$ cat config.mk
export PLATFORM = sky130hd
export DESIGN_NAME = char_lcd_nibble_writer
export DESIGN_NICKNAME = d
export VERILOG_FILES = /design/src/rtl/core/clnw_pkg.sv /design/src/rtl/core/clnw_decode.sv /design/src/rtl/core/clnw_emit.sv /design/src/rtl/core/char_lcd_nibble_writer.sv
export SDC_FILE = /design/constraint.sdc
export NUM_CORES = 1
export LEC_CHECK = 0
export BUFFER_PORTS_ARGS = -buffer_cell sky130_fd_sc_hd__buf_2
export CORE_UTILIZATION = 56
export CTS_CLUSTER_DIAMETER = 60
export DETAILED_ROUTE_END_ITERATION = 6
export PLACE_DENSITY = 0.73
export SYNTH_ARGS = -nofsm -noshare
export SYNTH_HDL_FRONTEND = slang
export SYNTH_SLANG_ARGS = --single-unit
$ cat constraint.sdc
create_clock -name aclk -period 11.87 [get_ports aclk]
set_input_delay 1.187 -clock aclk [delete_from_list [all_inputs] [get_ports aclk]]
set_output_delay 1.187 -clock aclk [all_outputs]
set_load 0.05 [all_outputs]
$ cat src/rtl/core/clnw_pkg.sv
// ----------------------------------------------------------------------------
// clnw_pkg
// Shared types, constants and helpers for the character display nibble writer.
// ----------------------------------------------------------------------------
package clnw_pkg;

    // characters per display line
    localparam int ROW_CHARS    = 16;
    localparam int CURSOR_W     = $clog2(2 * ROW_CHARS + 1);
    localparam int MAX_BYTES    = 5;
    localparam int BYTE_CNT_W   = $clog2(MAX_BYTES + 1);
    localparam int STROBE_IDX_W = $clog2(2 * MAX_BYTES);

    typedef logic [CURSOR_W-1:0] cursor_t;

    typedef enum logic [2:0] {
        FN_INIT  = 3'd0,
        FN_CMD   = 3'd1,
        FN_RAW   = 3'd2,
        FN_CLEAR = 3'd3,
        FN_TEXT  = 3'd4,
        FN_DEC   = 3'd5
    } func_t;

    // pause after a strobe
    localparam logic [1:0] WAIT_200US = 2'd0;
    localparam logic [1:0] WAIT_2MS   = 2'd1;
    localparam logic [1:0] WAIT_4MS   = 2'd2;

    localparam logic [7:0] CMD_HOME4   = 8'h02;
    localparam logic [7:0] CMD_FUNCSET = 8'h28;
    localparam logic [7:0] CMD_DISPON  = 8'h0C;
    localparam logic [7:0] CMD_ENTRY   = 8'h06;
    localparam logic [7:0] CMD_CLEAR   = 8'h01;
    localparam logic [7:0] CMD_LINE1   = 8'h80;
    localparam logic [7:0] CMD_LINE2   = 8'hC0;
    localparam logic [7:0] CHR_ZERO    = 8'h30;
    localparam logic [7:0] CHR_SPACE   = 8'h20;

    typedef struct packed {
        logic [7:0] data;
        logic       rs;
        logic [1:0] low_wait;
    } byte_slot_t;

    // bytes queued for one item, sent in slot order
    typedef struct packed {
        byte_slot_t [MAX_BYTES-1:0] slot;
        logic [BYTE_CNT_W-1:0]      nbytes;
        logic                       pw_first;
    } plan_t;

    function automatic byte_slot_t cmd_slot(input logic [7:0] b);
        byte_slot_t s;
        s.data     = b;
        s.rs       = 1'b0;
        s.low_wait = WAIT_2MS;
        return s;
    endfunction

    function automatic byte_slot_t clear_slot();
        byte_slot_t s;
        s.data     = CMD_CLEAR;
        s.rs       = 1'b0;
        s.low_wait = WAIT_4MS;
        return s;
    endfunction

    function automatic byte_slot_t char_slot(input logic [7:0] c);
        byte_slot_t s;
        s.data     = c;
        s.rs       = 1'b1;
        s.low_wait = WAIT_2MS;
        return s;
    endfunction

endpackage

$ cat src/rtl/core/clnw_decode.sv
// ----------------------------------------------------------------------------
// clnw_decode
// Turns one operation into its byte list and tracks the text cursor.
// ----------------------------------------------------------------------------
module clnw_decode (
    input  logic                   aclk,
    input  logic                   aresetn,
    input  clnw_pkg::func_t        func,
    input  logic [7:0]             value,
    input  logic                   string_start,
    input  logic                   take,
    output clnw_pkg::plan_t        plan
);
    import clnw_pkg::*;

    cursor_t    cursor_reg, cursor_next;
    cursor_t    cur;
    logic [13:0] hund_prod;
    logic [1:0]  hundreds;
    logic [7:0]  rem_h;
    logic [14:0] tens_prod;
    logic [3:0]  tens;
    logic [7:0]  ones;

    // v/100 as (v*41)>>12, then r/10 as (r*205)>>11; exact over the range
    always_comb begin
        hund_prod = 14'(value) * 14'd41;
        hundreds  = hund_prod[13:12];
        rem_h     = value - 8'(8'(hundreds) * 8'd100);
        tens_prod = 15'(rem_h[6:0]) * 15'd205;
        tens      = tens_prod[14:11];
        ones      = rem_h - 8'(8'(tens) * 8'd10);
    end

    always_comb begin
        plan        = '0;
        cur         = string_start ? '0 : cursor_reg;
        cursor_next = cursor_reg;
        case (func)
            FN_INIT: begin
                plan.slot[0]          = cmd_slot(CMD_HOME4);
                plan.slot[1]          = cmd_slot(CMD_FUNCSET);
                plan.slot[2]          = cmd_slot(CMD_DISPON);
                plan.slot[3]          = cmd_slot(CMD_ENTRY);
                plan.slot[4]          = clear_slot();
                plan.nbytes           = BYTE_CNT_W'(5);
                plan.pw_first         = 1'b1;
            end
            FN_CMD: begin
                plan.slot[0] = cmd_slot(value);
                plan.nbytes  = BYTE_CNT_W'(1);
            end
            FN_RAW: begin
                plan.slot[0] = char_slot(value);
                plan.nbytes  = BYTE_CNT_W'(1);
            end
            FN_CLEAR: begin
                plan.slot[0] = clear_slot();
                plan.slot[1] = cmd_slot(CMD_LINE1);
                plan.nbytes  = BYTE_CNT_W'(2);
            end
            FN_TEXT: begin
                if (cur == CURSOR_W'(ROW_CHARS)) begin
                    plan.slot[0] = cmd_slot(CMD_LINE2);
                    plan.slot[1] = char_slot(value);
                    plan.nbytes  = BYTE_CNT_W'(2);
                    cursor_next  = cur + CURSOR_W'(1);
                end else if (cur >= CURSOR_W'(2 * ROW_CHARS)) begin
                    plan.slot[0] = clear_slot();
                    plan.slot[1] = cmd_slot(CMD_LINE1);
                    plan.slot[2] = cmd_slot(CMD_LINE1);
                    plan.slot[3] = char_slot(value);
                    plan.nbytes  = BYTE_CNT_W'(4);
                    cursor_next  = CURSOR_W'(1);
                end else begin
                    plan.slot[0] = char_slot(value);
                    plan.nbytes  = BYTE_CNT_W'(1);
                    cursor_next  = cur + CURSOR_W'(1);
                end
            end
            FN_DEC: begin
                if (hundreds != 2'd0) begin
                    plan.slot[0] = char_slot(CHR_ZERO + 8'(hundreds));
                    plan.slot[1] = char_slot(CHR_ZERO + 8'(tens));
                    plan.slot[2] = char_slot(CHR_ZERO + ones);
                    plan.slot[3] = char_slot(CHR_SPACE);
                    plan.nbytes  = BYTE_CNT_W'(4);
                end else if (tens != 4'd0) begin
                    plan.slot[0] = char_slot(CHR_ZERO + 8'(tens));
                    plan.slot[1] = char_slot(CHR_ZERO + ones);
                    plan.slot[2] = char_slot(CHR_SPACE);
                    plan.nbytes  = BYTE_CNT_W'(3);
                end else begin
                    plan.slot[0] = char_slot(CHR_ZERO + ones);
                    plan.slot[1] = char_slot(CHR_SPACE);
                    plan.nbytes  = BYTE_CNT_W'(2);
                end
            end
            default: begin
                // unused codes: nothing sent
                plan = '0;
            end
        endcase
    end

    always_ff @(posedge aclk) begin
        if (!aresetn) begin
            cursor_reg <= '0;
        end else if (take && func == FN_TEXT) begin
            cursor_reg <= cursor_next;
        end
    end

endmodule

$ cat src/rtl/core/clnw_emit.sv
// ----------------------------------------------------------------------------
// clnw_emit
// Holds the byte list of one item and sends it as nibble strobes through an
// output register, one strobe per cycle while the output is not stalled.
// ----------------------------------------------------------------------------
module clnw_emit (
    input  logic                   aclk,
    input  logic                   aresetn,
    input  clnw_pkg::plan_t        plan_in,
    input  logic                   in_valid,
    output logic                   plan_free,
    output logic                   m_tvalid,
    input  logic                   m_tready,
    output logic [7:0]             m_tdata,   // nibble[3:0], power_wait_before[4],
                                              // wait_after[6:5], zero[7]
    output logic                   m_tuser,   // reg_select
    output logic                   m_tlast
);
    import clnw_pkg::*;

    plan_t                   plan_reg;
    logic                    busy_reg;
    logic [STROBE_IDX_W-1:0] idx_reg;
    logic                    m_valid_reg;
    logic [3:0]              nib_reg;
    logic                    pw_reg;
    logic [1:0]              wait_reg;
    logic                    rs_reg;
    logic                    last_reg;

    logic                    out_load;
    logic                    step;
    logic                    is_last;
    byte_slot_t              sel;
    logic                    load_plan;

    always_comb begin
        sel = plan_reg.slot[0];
        for (int i = 0; i < MAX_BYTES; i++) begin
            if (idx_reg[STROBE_IDX_W-1:1] == (STROBE_IDX_W-1)'(i)) begin
                sel = plan_reg.slot[i];
            end
        end
    end

    assign out_load  = !m_valid_reg || m_tready;
    assign step      = busy_reg && out_load;
    assign is_last   = idx_reg == STROBE_IDX_W'({plan_reg.nbytes, 1'b0} - 1'b1);
    assign plan_free = !busy_reg || (step && is_last);
    assign load_plan = in_valid && plan_free && (plan_in.nbytes != '0);

    always_ff @(posedge aclk) begin
        if (!aresetn) begin
            busy_reg <= 1'b0;
            idx_reg  <= '0;
        end else if (load_plan) begin
            busy_reg <= 1'b1;
            idx_reg  <= '0;
        end else if (step) begin
            idx_reg <= idx_reg + 1'b1;
            if (is_last) begin
                busy_reg <= 1'b0;
            end
        end
    end

    always_ff @(posedge aclk) begin
        if (load_plan) begin
            plan_reg <= plan_in;
        end
    end

    always_ff @(posedge aclk) begin
        if (!aresetn) begin
            m_valid_reg <= 1'b0;
        end else if (out_load) begin
            m_valid_reg <= step;
        end
    end

    // high nibble on even index, low nibble on odd
    always_ff @(posedge aclk) begin
        if (step) begin
            nib_reg  <= idx_reg[0] ? sel.data[3:0] : sel.data[7:4];
            wait_reg <= idx_reg[0] ? sel.low_wait : WAIT_200US;
            pw_reg   <= plan_reg.pw_first && (idx_reg == '0);
            rs_reg   <= sel.rs;
            last_reg <= is_last;
        end
    end

    assign m_tvalid = m_valid_reg;
    assign m_tdata  = {1'b0, wait_reg, pw_reg, nib_reg};
    assign m_tuser  = rs_reg;
    assign m_tlast  = last_reg;

endmodule

$ cat src/rtl/core/char_lcd_nibble_writer.sv
// ----------------------------------------------------------------------------
// char_lcd_nibble_writer
// Character display writer: each operation becomes 4-bit strobes for the
// display bus, high nibble first, with register select and wait codes.
//
//   channel | ports      | tdata                         | tuser
//   --------+------------+-------------------------------+-------------------------
//   in      | s_t*       | value[7:0]                    | func[2:0], string_start[3]
//   out     | m_t*       | nibble, pwait, wait_after     | reg_select; tlast = last
//
// An item yields 2 to 10 strobes, one per cycle while the output is not
// stalled, two per byte; an item of unused code is taken and yields none.
// The next item is taken in the cycle the previous item's final strobe
// enters the output register. Output stalls hold the register and the
// sequencer. Reset clears the cursor and all valid state.
// ----------------------------------------------------------------------------
module char_lcd_nibble_writer (
    input  logic       aclk,
    input  logic       aresetn,
    input  logic       s_tvalid,
    output logic       s_tready,
    input  logic [7:0] s_tdata,    // value[7:0]
    input  logic [3:0] s_tuser,    // func[2:0], string_start[3]
    output logic       m_tvalid,
    input  logic       m_tready,
    output logic [7:0] m_tdata,    // nibble[3:0], power_wait_before[4],
                                   // wait_after[6:5], zero[7]
    output logic       m_tuser,    // reg_select
    output logic       m_tlast
);
    import clnw_pkg::*;

    plan_t plan;
    logic  plan_free;
    logic  s_accept;

    assign s_tready = plan_free;
    assign s_accept = s_tvalid && plan_free;

    clnw_decode u_decode (
        .aclk         (aclk),
        .aresetn      (aresetn),
        .func         (func_t'(s_tuser[2:0])),
        .value        (s_tdata),
        .string_start (s_tuser[3]),
        .take         (s_accept),
        .plan         (plan)
    );

    clnw_emit u_emit (
        .aclk      (aclk),
        .aresetn   (aresetn),
        .plan_in   (plan),
        .in_valid  (s_tvalid),
        .plan_free (plan_free),
        .m_tvalid  (m_tvalid),
        .m_tready  (m_tready),
        .m_tdata   (m_tdata),
        .m_tuser   (m_tuser),
        .m_tlast   (m_tlast)
    );

`ifndef NO_ASSERTIONS
    // power-up wait only on the high nibble of a command
    a_pwait_cmd: assert property (@(posedge aclk) disable iff (!aresetn)
        m_tvalid && m_tdata[4] |-> !m_tuser && m_tdata[6:5] == WAIT_200US)
        else $error("power wait on wrong strobe");

    a_wait_code: assert property (@(posedge aclk) disable iff (!aresetn)
        m_tvalid |-> m_tdata[6:5] != 2'd3)
        else $error("bad wait code");

    // strobes within one item follow without gaps
    a_no_gap: assert property (@(posedge aclk) disable iff (!aresetn)
        m_tvalid && m_tready && !m_tlast |=> m_tvalid)
        else $error("gap inside an item");

    // no new item taken while a non-last strobe is held by an output stall
    a_hold_in: assert property (@(posedge aclk) disable iff (!aresetn)
        m_tvalid && !m_tready && !m_tlast |-> !s_tready)
        else $error("item taken mid-sequence");
`endif

endmodule

==> results_tabular.tex <==
\begin{tabular}{lr}
\hline
Metric & Value \\
\hline
\multicolumn{2}{l}{\textbf{Global route}} \\
Antenna violations before repair & 0 \\
Total gr overflow & 0 \\
Number of global-route vias before repair & about 4400 \\
Maximum number of pins on one net before global-route repair & 47 \\
Global-route wire length before repair & $\sim$20 mm \\
Overall routing resource usage & 25.0\% \\
\multicolumn{2}{l}{\textbf{STA}} \\
Max frequency & a little under 0.09 GHz \\
Fin Setup TNS & 0 ps \\
Worst max-slew margin expressed relative to the limit & 21.7\% \\
Minimum period implied by the final worst setup slack & approximately 11000 ps \\
Final Setup Violations & 0 \\
Portion of the clock cycle consumed by the worst path in the final layout & a little over nine tenths \\
Slew at the pin closest to its max-slew limit & 1170 ps \\
Final Slew Violations & 0 \\
Final hold violations & 0 \\
Fin Clk Skew & approximately 12 ps \\
\multicolumn{2}{l}{\textbf{Floorplanning}} \\
\# IOs & 28 \\
Die outline area & around 10000 µm² \\
Die X-Extent & roughly 100 µm \\
Die extent in y & 102 µm \\
Floorplan Core Area & just under 10000 µm² \\
Std cell rows & 36 \\
Starting utilization of the core area & between 50\% and 60\% \\
\multicolumn{2}{l}{\textbf{Place}} \\
Final estimated routing congestion in global placement & about 0.94 \\
HPWL after DPL & 9.62 mm \\
Total of buffers placed on input and output ports & 26 \\
Number of placed instances with taps included & around 730 \\
\multicolumn{2}{l}{\textbf{Critical path}} \\
Kind of start point of the critical path & input port \\
Data arrival time at the worst-slack endpoint & between 10000 and 15000 ps \\
Crit path buffers/inverters & 9 \\
Worst path most repeated cell & sky130\_fd\_sc\_hd\_\_ha\_1 \\
Crit path max-delay cell type & sky130\_fd\_sc\_hd\_\_fa\_1 \\
FF-to-FF path depth & 6 \\
Delay of the slowest critical-path stage & 510 ps \\
Worst reg2reg setup slack & roughly 8700 ps \\
Worst path top cell family by delay & adder cells \\
Maximum fanout along the worst path & 7 \\
Reg-to-reg endpoint & u\_emit.idx\_reg[1] \\
RR Startpoint & u\_emit.idx\_reg[3] \\
Nature of the critical path endpoint & flip-flop \\
Required time of the critical path & between 10000 and 15000 ps \\
Crit Path Category & input port to flip-flop \\
\multicolumn{2}{l}{\textbf{Min path}} \\
Worst Hold Endpoint & u\_emit.m\_tvalid \\
Launch instance of the worst min-delay path & u\_emit.busy\_reg \\
Hold Crit Depth & 1 \\
Worst hold path type & flip-flop to flip-flop \\
\multicolumn{2}{l}{\textbf{Route}} \\
Number of DRC violations after detailed-routing iteration 0 & 240 \\
DR pass1 iterations & 5 \\
Average vias per placed instance & between 5 and 6 \\
Routed WL per cell & $\sim$16 µm \\
Remaining design rule violation count & 0 \\
Total routed wirelength & about 13 mm \\
Final ANT Viol Nets & 0 \\
Vias after detailed routing & around 4500 \\
\multicolumn{2}{l}{\textbf{Synth}} \\
Top post-synthesis cells by area & sky130\_fd\_sc\_hd\_\_edfxtp\_1 29\%, sky130\_fd\_sc\_hd\_\_ha\_1 18\%, sky130\_fd\_sc\_hd\_\_dfxtp\_1 4.3\%, sky130\_fd\_sc\_hd\_\_fa\_1 3.9\%, sky130\_fd\_sc\_hd\_\_nand2\_1 3.5\% \\
Synth cell count leaders & 82 x sky130\_fd\_sc\_hd\_\_ha\_1, 54 x sky130\_fd\_sc\_hd\_\_edfxtp\_1, 53 x sky130\_fd\_sc\_hd\_\_nand2\_1 \\
Netlist cell types & 70 \\
Most instantiated flip-flop cell in the synthesis netlist & sky130\_fd\_sc\_hd\_\_edfxtp\_1 \\
Post-synth EDFFs & 54 \\
Most repeated cell in the gate-level netlist after synthesis & sky130\_fd\_sc\_hd\_\_ha\_1 \\
Cell Area, Synth & approximately 5600 µm² \\
Synth area leader & sky130\_fd\_sc\_hd\_\_edfxtp\_1 \\
Flip-flop and latch count after synthesis & between 60 and 70 \\
Post-synthesis net count & between 600 and 700 \\
Share of flip-flops with an asynchronous set or reset & 0\% \\
Cell count after synthesis & a little under 600 \\
Average instance area after synthesis & 9.54 µm² \\
Total number of yosys warnings & 0 \\
Proportion of netlist area held by the largest area contributor & about 29\% \\
Fraction of the yosys area taken by sequential cells & about a third \\
\multicolumn{2}{l}{\textbf{Job}} \\
Number of max-cap violations & 0 \\
\multicolumn{2}{l}{\textbf{Clock tree}} \\
Sink Count & between 60 and 70 \\
Number of buffers created by CTS & 9 \\
Buffers from clock root to sink, at most & 2 \\
Clock insertion delay at the later pin of the skew report & $\sim$330 ps \\
\# hold bufs at CTS & 0 \\
Clock Tree Root & sky130\_fd\_sc\_hd\_\_clkbuf\_8 \\
Reg clk slew, reported paths & $\sim$70 ps \\
CTS tree & built \\
Level count of the clock H-tree & 3 \\
\multicolumn{2}{l}{\textbf{Finish}} \\
Max FFs per register & 45 \\
Area growth from synthesis to layout & 11.5\% \\
Number of nets in the layout & between 700 and 800 \\
Ratio of cells with drive above 1 in the final layout & between 10\% and 20\% \\
Non-filler cells in the finished layout & 761 \\
Antenna diode instance count & 0 \\
Fillers & 789 \\
Share of the core filled with cells in the final layout & around 64\% \\
\multicolumn{2}{l}{\textbf{Status}} \\
Result of the run & complete, no violations \\
\hline
\end{tabular}
-- stage by stage --
stage / worst slack, ps / hold WS [ps] / instance area [µm²]
3_3_place_gp: 179 / 465 / 5880
5_1_grt: -45.5 / 531 / 6270
3_5_place_dp: -240 / 474 / 5880
6_report: 454 / 495 / 6270
4_1_cts: 62.9 / 495 / 6110
2_1_floorplan: 800 / 448 / 5630
-- kinds of logic after synthesis --
kind of cell    Yosys count  share of synthesized area (%)
xor+xnor                 28                           4.36
compound gates          136                           16.4
flops                    66                           33.1
other cells               1                         0.0666
fa+ha+maj                93                           22.1
mux                      10                           2.76
buf+inv                  73                           5.13
simple gates            183                           16.0
-- timing repair --
action                                  in CTS  in global routing
endpoints found under the setup margin       0                  5
resized for setup                            0                 14
setup buffers                                0                 11
-- layer usage --
metal / vias to the layer above / track usage [%] / share of wire [%]
li1: 2214 / - / -
met1: 2123 / 29.4 / 42
met2: 141 / 46.1 / 51
met3: 30 / 3.42 / 4.2
met4: 0 / 9.23 / 2.7
met5: - / 0 / 0
-- worst max-delay path by stage --
stage,from,end,slack (ps),depth (start not counted)
detailed placement,s_tdata[2],u_emit.plan_reg[25],-240,47
CTS,s_tdata[2],u_emit.plan_reg[25],60,47
finish,s_tdata[2],u_emit.plan_reg[36],450,48
global route,s_tdata[2],u_emit.plan_reg[25],-50,48
global placement,s_tdata[2],u_emit.plan_reg[25],180,47
floorplan,s_tdata[2],u_emit.plan_reg[25],800,46
-- final cells by class --
class                           instances  area, µm²  share of cell area (%)
Tap cell                              133        166                    2.65
Multi-Input combinational cell        451       3560                    56.8
Clock buffer                           14        226                    3.61
Timing Repair Buffer                   41        243                    3.87
Sequential cell                        66       1860                    29.7
Inverter                               54        203                    3.23
Clock inverter                          2       10.0                   0.160
-- cell usage in the layout (no fill, tap or decap), drive strengths merged, types with 6 or more instances in the layout --
cell type	count
a21o	8
and2	6
ha	82
inv	53
edfxtp	54
and3	9
xnor2	15
nor2b	13
xor2	13
nor3	8
nand2b	8
a22oi	11
nor2	47
o21ai	34
fa	11
buf	41
nand3	15
a21oi	32
clkbuf	14
or3	6
nand2	53
dfxtp	12
a31oi	8
a211oi	7
Power is left out: the tool's default activity adds up to more than one toggle a clock period on the data nets, which glitch-free logic cannot reach.
